$ cat config.mk
export PLATFORM = sky130hd
export DESIGN_NAME = bounded_deque_engine
export DESIGN_NICKNAME = d
export VERILOG_FILES = /design/src/bdq_pkg.sv /design/src/bdq_cell.sv /design/src/bounded_deque_engine.sv
export SDC_FILE = /design/constraint.sdc
export NUM_CORES = 1
export LEC_CHECK = 0
export CAP_MARGIN = 20
export CORE_MARGIN = 2
export CORE_UTILIZATION = 25
export DETAILED_ROUTE_END_ITERATION = 8
export DONT_BUFFER_PORTS = 1
export PLACE_DENSITY_LB_ADDON = 0.05
export SLEW_MARGIN = 20
export SYNTH_ARGS = -nofsm -noshare
export SYNTH_HDL_FRONTEND = slang
export SYNTH_SLANG_ARGS = --single-unit
$ cat constraint.sdc
create_clock -name i_clk -period 14.1 [get_ports i_clk]
set_input_delay 1.41 -clock i_clk [delete_from_list [all_inputs] [get_ports i_clk]]
set_output_delay 1.41 -clock i_clk [all_outputs]
set_load 0.03 [all_outputs]
$ cat src/bdq_pkg.sv
// ============================================================================
// bdq_pkg
// shared types and codes for the bounded deque engine
// ============================================================================
`default_nettype none

package bdq_pkg;

    localparam int unsigned DATA_W = 32;

    // operation codes carried on the input tuser
    typedef enum logic [2:0] {
        OP_PUSH_FRONT = 3'd0,
        OP_PUSH_BACK  = 3'd1,
        OP_POP_FRONT  = 3'd2,
        OP_POP_BACK   = 3'd3,
        OP_LIST       = 3'd4
    } t_op;

    // result status carried on the output tuser
    typedef enum logic [1:0] {
        STS_OK    = 2'd0,
        STS_EMPTY = 2'd1,
        STS_FULL  = 2'd2
    } t_status;

    // what every cell of the chain does at each clock edge
    typedef enum logic [2:0] {
        CM_HOLD    = 3'd0,
        CM_SHR     = 3'd1,
        CM_WR_BACK = 3'd2,
        CM_SHL     = 3'd3,
        CM_ROT     = 3'd4
    } t_cell_mode;

    typedef struct packed {
        t_cell_mode          mode;
        logic [DATA_W-1:0]   push_data;
    } t_cell_ctl;

    typedef enum logic {
        ST_IDLE = 1'b0,
        ST_LIST = 1'b1
    } t_state;

endpackage

`default_nettype wire

$ cat src/bdq_cell.sv
// ============================================================================
// bdq_cell
// one entry of the deque chain, shifts toward either neighbor
// ============================================================================
`default_nettype none

module bdq_cell #(
    parameter int DEPTH = 16,
    parameter int IDX   = 0
) (
    input  wire logic                             i_clk,
    input  wire bdq_pkg::t_cell_ctl               i_ctl,
    input  wire logic [$clog2(DEPTH+1)-1:0]       i_count,
    input  wire logic [bdq_pkg::DATA_W-1:0]       i_left,
    input  wire logic [bdq_pkg::DATA_W-1:0]       i_right,
    input  wire logic [bdq_pkg::DATA_W-1:0]       i_head,
    output logic      [bdq_pkg::DATA_W-1:0]       o_data,
    output logic      [bdq_pkg::DATA_W-1:0]       o_tail
);
    import bdq_pkg::*;

    localparam int CW = $clog2(DEPTH+1);

    logic [DATA_W-1:0] r_data;
    logic [DATA_W-1:0] n_data;
    logic              w_is_tail;
    logic              w_is_free;

    assign w_is_tail = (i_count == CW'(IDX + 1));
    assign w_is_free = (i_count == CW'(IDX));

    always_comb begin
        n_data = r_data;
        case (i_ctl.mode)
            CM_SHR:     n_data = i_left;
            CM_WR_BACK: if (w_is_free) begin
                n_data = i_ctl.push_data;
            end
            CM_SHL:     n_data = i_right;
            CM_ROT:     n_data = w_is_tail ? i_head : i_right;
            default:    n_data = r_data;
        endcase
    end

    always_ff @(posedge i_clk) begin
        r_data <= n_data;
    end

    assign o_data = r_data;
    assign o_tail = w_is_tail ? r_data : '0;

endmodule

`default_nettype wire

$ cat src/bounded_deque_engine.sv
// ============================================================================
// bounded_deque_engine
// bounded double-ended queue of signed 32-bit words in a chain of cells
// ============================================================================
// The deque lives in a row of DEPTH cells with the front entry always in
// cell 0; an entry count marks how many cells are held. Push front shifts
// the whole row one cell back and loads the new word into cell 0, push back
// writes the first free cell, pop front shifts the row toward cell 0 and
// pop back reads the last held cell. A push, a pop or an unused operation
// code is done when accepted, so such words are accepted one per cycle as
// long as the output register is free or being drained. A list is taken,
// then runs one step per held entry: each step emits cell 0 and rotates
// the held part of the row by one, so after count steps the row is back
// in order; no input is taken during those steps. Listing an empty deque,
// popping an empty one or pushing a full one gives a single result with
// the empty or full status and a zero value. Every result carries tlast
// on the final word of its operation. No clearing pass after reset.
`default_nettype none

module bounded_deque_engine #(
    parameter int DEPTH = 16
) (
    input  wire logic        i_clk,
    input  wire logic        i_rst_n,
    // input stream
    input  wire logic        i_s_tvalid,
    output logic             o_s_tready,
    input  wire logic [31:0] i_s_tdata,   // [31:0] value_in
    input  wire logic [2:0]  i_s_tuser,   // [2:0] func
    // output stream
    output logic             o_m_tvalid,
    input  wire logic        i_m_tready,
    output logic      [31:0] o_m_tdata,   // [31:0] value_out
    output logic      [1:0]  o_m_tuser,   // [1:0] status
    output logic             o_m_tlast    // last result of the operation
);
    import bdq_pkg::*;

    localparam int CW = $clog2(DEPTH+1);

    // control state
    t_state            r_state;
    t_state            n_state;
    logic [CW-1:0]     r_count;
    logic [CW-1:0]     n_count;
    logic [CW-1:0]     r_left;     // list words still to emit
    logic [CW-1:0]     n_left;

    // output register
    logic              r_out_valid;
    logic [DATA_W-1:0] r_out_data;
    t_status           r_out_status;
    logic              r_out_last;

    // load request for the output register
    logic              w_load;
    logic [DATA_W-1:0] w_ld_data;
    t_status           w_ld_status;
    logic              w_ld_last;

    logic              w_out_free;
    logic              w_in_acc;
    logic              w_full;
    logic              w_empty;
    t_op               w_op;
    t_cell_ctl         w_ctl;

    // cell chain taps
    logic [DATA_W-1:0] w_cell [DEPTH];
    logic [DATA_W-1:0] w_tail [DEPTH];
    logic [DATA_W-1:0] w_tail_data;

    assign w_out_free = !r_out_valid || i_m_tready;
    assign o_s_tready = (r_state == ST_IDLE) && w_out_free;
    assign w_in_acc   = i_s_tvalid && o_s_tready;
    assign w_full     = (r_count == CW'(DEPTH));
    assign w_empty    = (r_count == '0);
    assign w_op       = t_op'(i_s_tuser);

    // only the last held cell drives its tail tap
    always_comb begin
        w_tail_data = '0;
        for (int i = 0; i < DEPTH; i++) begin
            w_tail_data = w_tail_data | w_tail[i];
        end
    end

    // the chain: cell 0 takes the pushed word on a right shift
    for (genvar g = 0; g < DEPTH; g++) begin : g_cell
        bdq_cell #(
            .DEPTH (DEPTH),
            .IDX   (g)
        ) u_cell (
            .i_clk   (i_clk),
            .i_ctl   (w_ctl),
            .i_count (r_count),
            .i_left  ((g == 0) ? i_s_tdata : w_cell[(g == 0) ? 0 : g-1]),
            .i_right (w_cell[(g == DEPTH-1) ? g : g+1]),
            .i_head  (w_cell[0]),
            .o_data  (w_cell[g]),
            .o_tail  (w_tail[g])
        );
    end

    // next state
    always_comb begin
        n_state = r_state;
        case (r_state)
            ST_IDLE: if (w_in_acc && w_op == OP_LIST && !w_empty) begin
                n_state = ST_LIST;
            end
            ST_LIST: if (w_out_free && r_left == CW'(1)) begin
                n_state = ST_IDLE;
            end
            default: n_state = ST_IDLE;
        endcase
    end

    // datapath control and result selection
    always_comb begin
        w_ctl.mode      = CM_HOLD;
        w_ctl.push_data = i_s_tdata;
        n_count         = r_count;
        n_left          = r_left;
        w_load          = 1'b0;
        w_ld_data       = '0;
        w_ld_status     = STS_OK;
        w_ld_last       = 1'b1;
        if (w_in_acc) begin
            case (w_op)
                OP_PUSH_FRONT, OP_PUSH_BACK: begin
                    w_load = 1'b1;
                    if (w_full) begin
                        w_ld_status = STS_FULL;
                    end else begin
                        w_ctl.mode = (w_op == OP_PUSH_FRONT) ? CM_SHR : CM_WR_BACK;
                        n_count    = r_count + CW'(1);
                    end
                end
                OP_POP_FRONT, OP_POP_BACK: begin
                    w_load = 1'b1;
                    if (w_empty) begin
                        w_ld_status = STS_EMPTY;
                    end else begin
                        n_count = r_count - CW'(1);
                        if (w_op == OP_POP_FRONT) begin
                            w_ctl.mode = CM_SHL;
                            w_ld_data  = w_cell[0];
                        end else begin
                            w_ld_data  = w_tail_data;
                        end
                    end
                end
                OP_LIST: begin
                    if (w_empty) begin
                        w_load      = 1'b1;
                        w_ld_status = STS_EMPTY;
                    end else begin
                        n_left = r_count;
                    end
                end
                default: begin
                    // unused codes are dropped without a result
                    w_load = 1'b0;
                end
            endcase
        end else if (r_state == ST_LIST && w_out_free) begin
            // emit the front and rotate the held part of the chain
            w_load     = 1'b1;
            w_ld_data  = w_cell[0];
            w_ld_last  = (r_left == CW'(1));
            w_ctl.mode = CM_ROT;
            n_left     = r_left - CW'(1);
        end
    end

    always_ff @(posedge i_clk) begin
        if (!i_rst_n) begin
            r_state     <= ST_IDLE;
            r_count     <= '0;
            r_left      <= '0;
            r_out_valid <= 1'b0;
        end else begin
            r_state <= n_state;
            r_count <= n_count;
            r_left  <= n_left;
            if (w_load) begin
                r_out_valid <= 1'b1;
            end else if (i_m_tready) begin
                r_out_valid <= 1'b0;
            end
        end
    end

    always_ff @(posedge i_clk) begin
        if (w_load) begin
            r_out_data   <= w_ld_data;
            r_out_status <= w_ld_status;
            r_out_last   <= w_ld_last;
        end
    end

    assign o_m_tvalid = r_out_valid;
    assign o_m_tdata  = r_out_data;
    assign o_m_tuser  = r_out_status;
    assign o_m_tlast  = r_out_last;

    // entry count never passes the chain length
    a_count_bound: assert property (@(posedge i_clk) disable iff (!i_rst_n)
        r_count <= CW'(DEPTH))
        else $error("entry count beyond depth");

    // no input is taken while a list is being emitted
    a_list_blocks: assert property (@(posedge i_clk) disable iff (!i_rst_n)
        r_state == ST_LIST |-> !o_s_tready)
        else $error("input accepted during list");

    // the final list step returns to idle with tlast on its word
    a_list_end: assert property (@(posedge i_clk) disable iff (!i_rst_n)
        (r_state == ST_LIST && w_out_free && r_left == CW'(1))
        |=> (r_state == ST_IDLE && o_m_tvalid && o_m_tlast))
        else $error("list did not end cleanly");

    // a push to a full deque leaves the count alone
    a_full_drop: assert property (@(posedge i_clk) disable iff (!i_rst_n)
        (w_in_acc && w_full && (w_op == OP_PUSH_FRONT || w_op == OP_PUSH_BACK))
        |=> $stable(r_count))
        else $error("dropped push changed count");

endmodule

`default_nettype wire
==> results of run 1 <==
worst register-to-register path, stage by stage, from the launching register on:
cell and delay (ns):
dfxtp_4 0.56, or4b_1 0.80, nand4_1 0.17, buf_4 0.46, or3_2 0.78, buf_4 0.61, nand2_4 0.60, buf_12 0.41
buf_16 0.32, a2bb2oi_1 0.49
per-stage QoR:
stage | instance area [um2] | hold WS [ns] | util, %
after floorplan | 31600 | 0.457 | -
after global placement | 33700 | 0.477 | 26.9
after detailed placement | 33900 | 0.487 | 27.1
after CTS | 36200 | 0.494 | 28.9
after global routing | 36300 | 0.540 | 28.9
final | 36300 | 0.488 | 29.0
final cells by class:
type,instances,area [um2]
antenna,5,12.5
sequential,559,16700
clock inverter,43,275
multi-input combinational,1691,14100
tap,1650,2060
inverter,22,82.6
clock buffer,96,2020
fill,12700,89100
timing repair buffer,124,1110
how the worst max path moves through the flow:
stage               start                     endpoint  slack [ns]  cells past startpoint
2_1_floorplan  i_m_tready   g_cell[0].u_cell.o_data[0]        8.57                      6
3_3_place_gp   i_m_tready  g_cell[9].u_cell.o_data[29]        8.70                      8
3_5_place_dp   i_m_tready  g_cell[4].u_cell.o_data[28]        8.64                      8
4_1_cts        r_count[3]  g_cell[9].u_cell.o_data[29]        8.99                      8
5_1_grt        r_count[1]  g_cell[7].u_cell.o_data[26]        8.61                     11
6_report       r_count[3]  g_cell[7].u_cell.o_data[26]        8.60                      9
metal layers:
layer,vias up,part of all wire (%)
met5,-,0.014
met4,4,4.7
met3,416,10
met2,2075,44
met1,14700,41
li1,10800,-
cells by family (layout without fill, tap and decap cells):
logic type      count (synthesis)  after routing  synth area share, %
fa+ha+maj                       8              8                0.317
flops                         559            559                 52.8
other cells                     0              5                    0
mux                           115            115                 4.14
simple gates                  285            285                 5.14
buf+inv                       371            285                 5.03
xor+xnor                        4              4                0.111
compound gates               1279           1279                 32.5
sequential cells by signal (all words and copies together), names as in the netlist:
name / flops
o_m_tvalid: 1
o_m_tuser: 2
g_cell.u_cell.o_data: 512
r_left: 5
o_m_tlast: 1
o_m_tdata: 32
r_state: 1
r_count: 5
cell usage in the layout, fill, tap and decap left out, types with 19 or more instances in the layout:
cell type	Yosys	layout
a22oi_1	567	567
edfxtp_1	547	547
a2bb2oi_1	421	421
buf_4	14	110
mux2_2	99	99
nand2_1	89	86
clkbuf_16	0	78
a221o_1	66	66
o21ai_0	40	39
and3_1	39	37
a21oi_1	55	32
nand4_1	25	25
inv_1	20	20
nand3_1	20	20
a21oi_2	8	19
power groups by stage:
stage	Clock [uW]	Combinational, uW	Sequential (uW)
global route	1990	676	2100
floorplan	0	384	2060
detailed placement	0	639	2120
global placement	0	626	2120
finish	1890	654	2090
CTS	1930	640	2080
==> metrics.md, run 1 <==
| Metric | Value |
|---|---|
| Status | `completed` |
| Crit path largest cell delay | `between 0.7 and 0.8 ns` |
| CP Cell Sequence | `or4b_1, nand4_1, buf_4, or3_2, buf_4, nand2_4, buf_12, buf_16, a2bb2oi_1` |
| Slew Limit Fails | `0` |
| RSZ-0062 raised after global routing | `false` |
| Final GP Congestion | `0.847` |
| Mapped Cells | `about 2600` |
| Placed Cells | `around 4000` |
| Cts bufs inserted | `76` |
| Sw Share | `between 30% and 40%` |
| DR iter-0 viols | `about 4300` |
| Ranking of synthesized cells by area | `edfxtp_1, a22oi_1, a2bb2oi_1` |
| H-tree Lvls | `3` |
| # DRC | `0` |
| Top FF cell, synth | `edfxtp_1` |
| Startpoint Class | `flip-flop` |
| CP Max Fanout | `142` |
| Register area share after synthesis | `between 50% and 60%` |
| 1st-pass router iterations | `6` |
| Core Rows | `130` |
| FF-to-FF End | `g_cell[7].u_cell.o_data[26]` |
| Nets | `between 2000 and 3000` |
| Hold Path Stages | `2` |
| TNS Setup | `0 ns` |
| Clk buf depth | `3` |
| M1 GR Usage | `around 37%` |
| Number of enable flip-flop cells after synthesis | `approximately 550` |
| Worst Hold End | `r_left[4]` |
| Pint | `approximately 3200 uW` |
| Reg2reg path depth | `9` |
| Critical R2R Launch | `r_count[3]` |
| Busiest grt layer | `met2` |
| Met3 usage | `between 6 and 7%` |
| CTS Sinks | `559` |
| Hold Path Class | `reg2reg` |
| Post-layout minimum cycle time | `~5.5 ns` |
| Most common cell in the netlist | `a22oi_1` |
| Port Buf Inserts | `0` |
| Final Skew | `0.0226 ns` |
| PwrDens | `128 nW/um2` |
| Post-route insts no fill | `about 4200` |
| GRT Residual Overflow | `0` |
| Root buf cell | `clkbuf_16` |
| VDD IR max | `around 0.08 mV` |
| Flop pwr share | `around 45%` |
| Yosys reg bits | `between 500 and 600` |
| Detail Placement HPWL | `about 110000 um` |
| R2R Setup Slk | `roughly 8.6 ns` |
| Share of the synthesized area in the top cell type | `52.0%` |
| Hold path start | `r_left[4]` |
| Reg clk slew, reported paths | `approximately 0.06 ns` |
| First-pass GRT wire length | `~250000 um` |
| Routed len/inst | `~44 um` |
| Met2 Track Usage GR | `42.1%` |
| Worst Path Required | `14.46 ns` |
| CTS tree | `done` |
| Switching power | `~1400 uW` |
| Setup ws final | `8.60 ns` |
| Max_slew headroom | `about a fifth` |
| Fmax | `approximately 180 MHz` |
| Layout area overhead | `15.0%` |
| Mapped Area | `about 32000 um2` |
| Yosys cell types | `80` |
| Buf+Inv Stages, Crit Path | `4` |
| Gate power share | `~14%` |
| Post-DRT Antenna Nets | `0` |
| Slowest cell on crit path | `or4b_1` |
| Leak Pwr | `around 0.011 uW` |
| DR vias/cell | `approximately 6.7` |
| Die ar. | `approximately 130000 um2` |
| Arrival time at the worst endpoint | `roughly 5.9 ns` |
| Total power | `between 4000 and 5000 uW` |
| Yosys warnings | `0` |
| CP endpoint kind | `flip-flop` |
| Largest net degree at the start of global routing | `between 200 and 250` |
| I/O pin cnt | `76` |
| Max-cap check violation count | `0` |
| Initial core utilization | `25.2%` |
| DP Worst Slack | `between 8 and 9 ns` |
| Die Height | `between 300 and 400 um` |
| Commonest cells post-synth | `a22oi_1, edfxtp_1, a2bb2oi_1` |
| Core area | `125000 um2` |
| Net Count, Synth | `about 2700` |
| Worst-Margin Slew | `1.20 ns` |
| GRT Resource Usage Total | `a little over a quarter` |
| Final hold vios | `0` |
| Clk pwr share | `between 40 and 50%` |
| Most frequent CP cell | `buf_4` |
| Critical path class | `reg2reg` |
| Top delay family on crit path | `simple AND/OR/NAND/NOR gates` |
| Clock Latency Late Sink | `approximately 0.7 ns` |
| Share of cells above drive strength 1 | `17.2%` |
| Number of hold buffers added after CTS | `0` |
| CTS resizes | `0` |
| Postcts setup bufs | `0` |
| Final setup viols | `0` |
| FFs w/ async S/R, synth | `0%` |
| Avg Cell Area, Syn | `about 12 um2` |
| Tcrit/Tclk final | `about 40%` |
| Vias in the first global route | `26800` |
| Vias | `28000` |
| Routed wire length | `around 180000 um` |
| Initial antenna violation count | `12` |
| Cell accounting for the most synthesized area | `edfxtp_1` |
| Die boundary width | `359 um` |
Note: power is estimated with default switching activity, not from simulation.
==> run 2: changes to the inputs <==
==> constraint.sdc (replaced) <==
create_clock -name i_clk -period 5.5 [get_ports i_clk]
set_input_delay 0.55 -clock i_clk [delete_from_list [all_inputs] [get_ports i_clk]]
set_output_delay 0.55 -clock i_clk [all_outputs]
set_load 0.03 [all_outputs]
==> metrics.md, run 2 (same netlist as run 1, synthesis figures left out) <==
| Metric | Value |
|---|---|
| Die boundary width | `roughly 360 um` |
| Port Buf Inserts | `0` |
| TNS Setup | `0 ns` |
| First-pass GRT wire length | `approximately 250000 um` |
| Reg clk slew, reported paths | `about 0.060 ns` |
| Critical R2R Launch | `r_count[0]` |
| Post-route insts no fill | `4222` |
| CTS Sinks | `roughly 560` |
| Worst-Margin Slew | `approximately 1.2 ns` |
| Die Height | `between 300 and 400 um` |
| Vias | `about 28000` |
| Largest net degree at the start of global routing | `206` |
| Routed len/inst | `about 46 um` |
| Leak Pwr | `0.0110 uW` |
| Crit path from | `r_count[0]` |
| Met2 Track Usage GR | `43.3%` |
| I/O pin cnt | `76` |
| M1 GR Usage | `between 30% and 40%` |
| DP Worst Slack | `about 1.3 ns` |
| CP endpoint kind | `flip-flop` |
| Critical Path End | `g_cell[12].u_cell.o_data[7]` |
| Commonest non-fill, non-tap cell in the layout | `a22oi_1` |
| DR iter-0 viols | `between 4000 and 5000` |
| Vias in the first global route | `about 27000` |
| Detail Placement HPWL | `roughly 110000 um` |
| Arrival time at the worst endpoint | `4.82 ns` |
| Post-layout util | `29.3%` |
| Final setup viols | `0` |
| CP Max Fanout | `127` |
| Core area | `between 100000 and 150000 um2` |
| FF-to-FF End | `g_cell[12].u_cell.o_data[7]` |
| GRT Resource Usage Total | `between 20 and 30%` |
| Final GP Congestion | `about 0.83` |
| Status | `completed` |
| Met3 usage | `just over 8%` |
| Number of hold buffers added after CTS | `1` |
| Slew Limit Fails | `0` |
| Hold path start | `i_s_tdata[16]` |
| CTS tree | `done` |
| Hold Path Stages | `1` |
| Max-cap check violation count | `0` |
| Root buf cell | `clkbuf_16` |
| GRT Residual Overflow | `0` |
| Share of cells above drive strength 1 | `between 10% and 20%` |
| Final hold vios | `0` |
| Initial core utilization | `about a quarter` |
| Nets | `between 2000 and 3000` |
| # DRC | `0` |
| VDD IR max | `approximately 0.19 mV` |
| Busiest grt layer | `met2` |
| Post-layout minimum cycle time | `around 4.3 ns` |
| Postcts setup bufs | `0` |
| Fmax | `around 230 MHz` |
| PwrDens | `335 nW/um2` |
| Max_slew headroom | `between 20% and 30%` |
| Reg2reg path depth | `11` |
| Worst Path Required | `6.03 ns` |
| Cts bufs inserted | `a little under 80` |
| DR vias/cell | `6.75` |
| Die ar. | `around 130000 um2` |
| Clk buf depth | `3` |
| Clock Latency Late Sink | `0.70 ns` |
| Initial antenna violation count | `9` |
| Critical path class | `reg2reg` |
| Hold Path Class | `in2reg` |
| CTS resizes | `0` |
| Post-DRT Antenna Nets | `0` |
| Startpoint Class | `flip-flop` |
| 1st-pass router iterations | `6` |
| R2R Setup Slk | `roughly 1.2 ns` |
| Max reg flops | `between 500 and 600` |
| Placed Cells | `4069` |
| Setup ws final | `~1.2 ns` |
| H-tree Lvls | `3` |
| Routed wire length | `just under 200000 um` |
| Layout area overhead | `16.6%` |
| Final Skew | `between 0.02 and 0.03 ns` |
| Most frequent cells in the layout | `a22oi_1, edfxtp_1, a2bb2oi_1, buf_4, mux2_2` |
| Core Rows | `130` |
| Tcrit/Tclk final | `77.9%` |
| RSZ-0062 raised after global routing | `false` |
[run 2: cell type report]
type	count	area, um2
Timing Repair Buffer	150	1370
Multi-Input combinational cell	1691	14000
Fill cell	12700	88600
Inverter	22	82.6
Clock buffer	101	2140
Sequential cell	559	16700
Tap cell	1650	2060
Antenna cell	8	20.0
Clock inverter	41	387
[run 2: through the flow]
step	hold WS, ns	power [uW]	cell area [um2]
6_report	0.0591	12300	36800
5_1_grt	0.0378	12700	36800
4_1_cts	0.0147	12400	36700
3_5_place_dp	0.478	7100	34200
3_3_place_gp	0.476	7090	34200
2_1_floorplan	0.457	6260	31600
[run 2: layer usage]
metal	wire (um)	vias to the layer above	part of all wire, %
met5	48	-	0.025
met4	9160	8	4.8
met3	20500	446	11
met2	84100	2116	44
met1	78800	15000	41
li1	-	10900	-
[run 2: worst min-delay path by stage]
| stage | endpoint | slack [ns] |
|---|---|---|
| after detailed placement | r_left[4] | 0.48 |
| final | g_cell[0].u_cell.o_data[16] | 0.06 |
| after global routing | g_cell[0].u_cell.o_data[14] | 0.04 |
| after CTS | g_cell[0].u_cell.o_data[14] | 0.01 |
| after floorplan | r_left[4] | 0.46 |
| after global placement | r_left[4] | 0.48 |
[run 2: worst max-delay path, cell delays in order, from the launching register on]
cell and delay (ns):
dfxtp_1 0.48, inv_1 0.14, ha_1 0.21, buf_4 0.19, or4b_1 0.34, nand4_1 0.15
or3_2 0.62, nand2_4 0.16, buf_12 0.30, buf_16 0.49, buf_4 0.58, a2bb2oi_1 0.21
[run 2: power by group]
group          internal (uW)  total, uW  switching (uW)
Clock                   3070       5260            2190
Sequential              5040       5350             303
Combinational            564       1730            1170
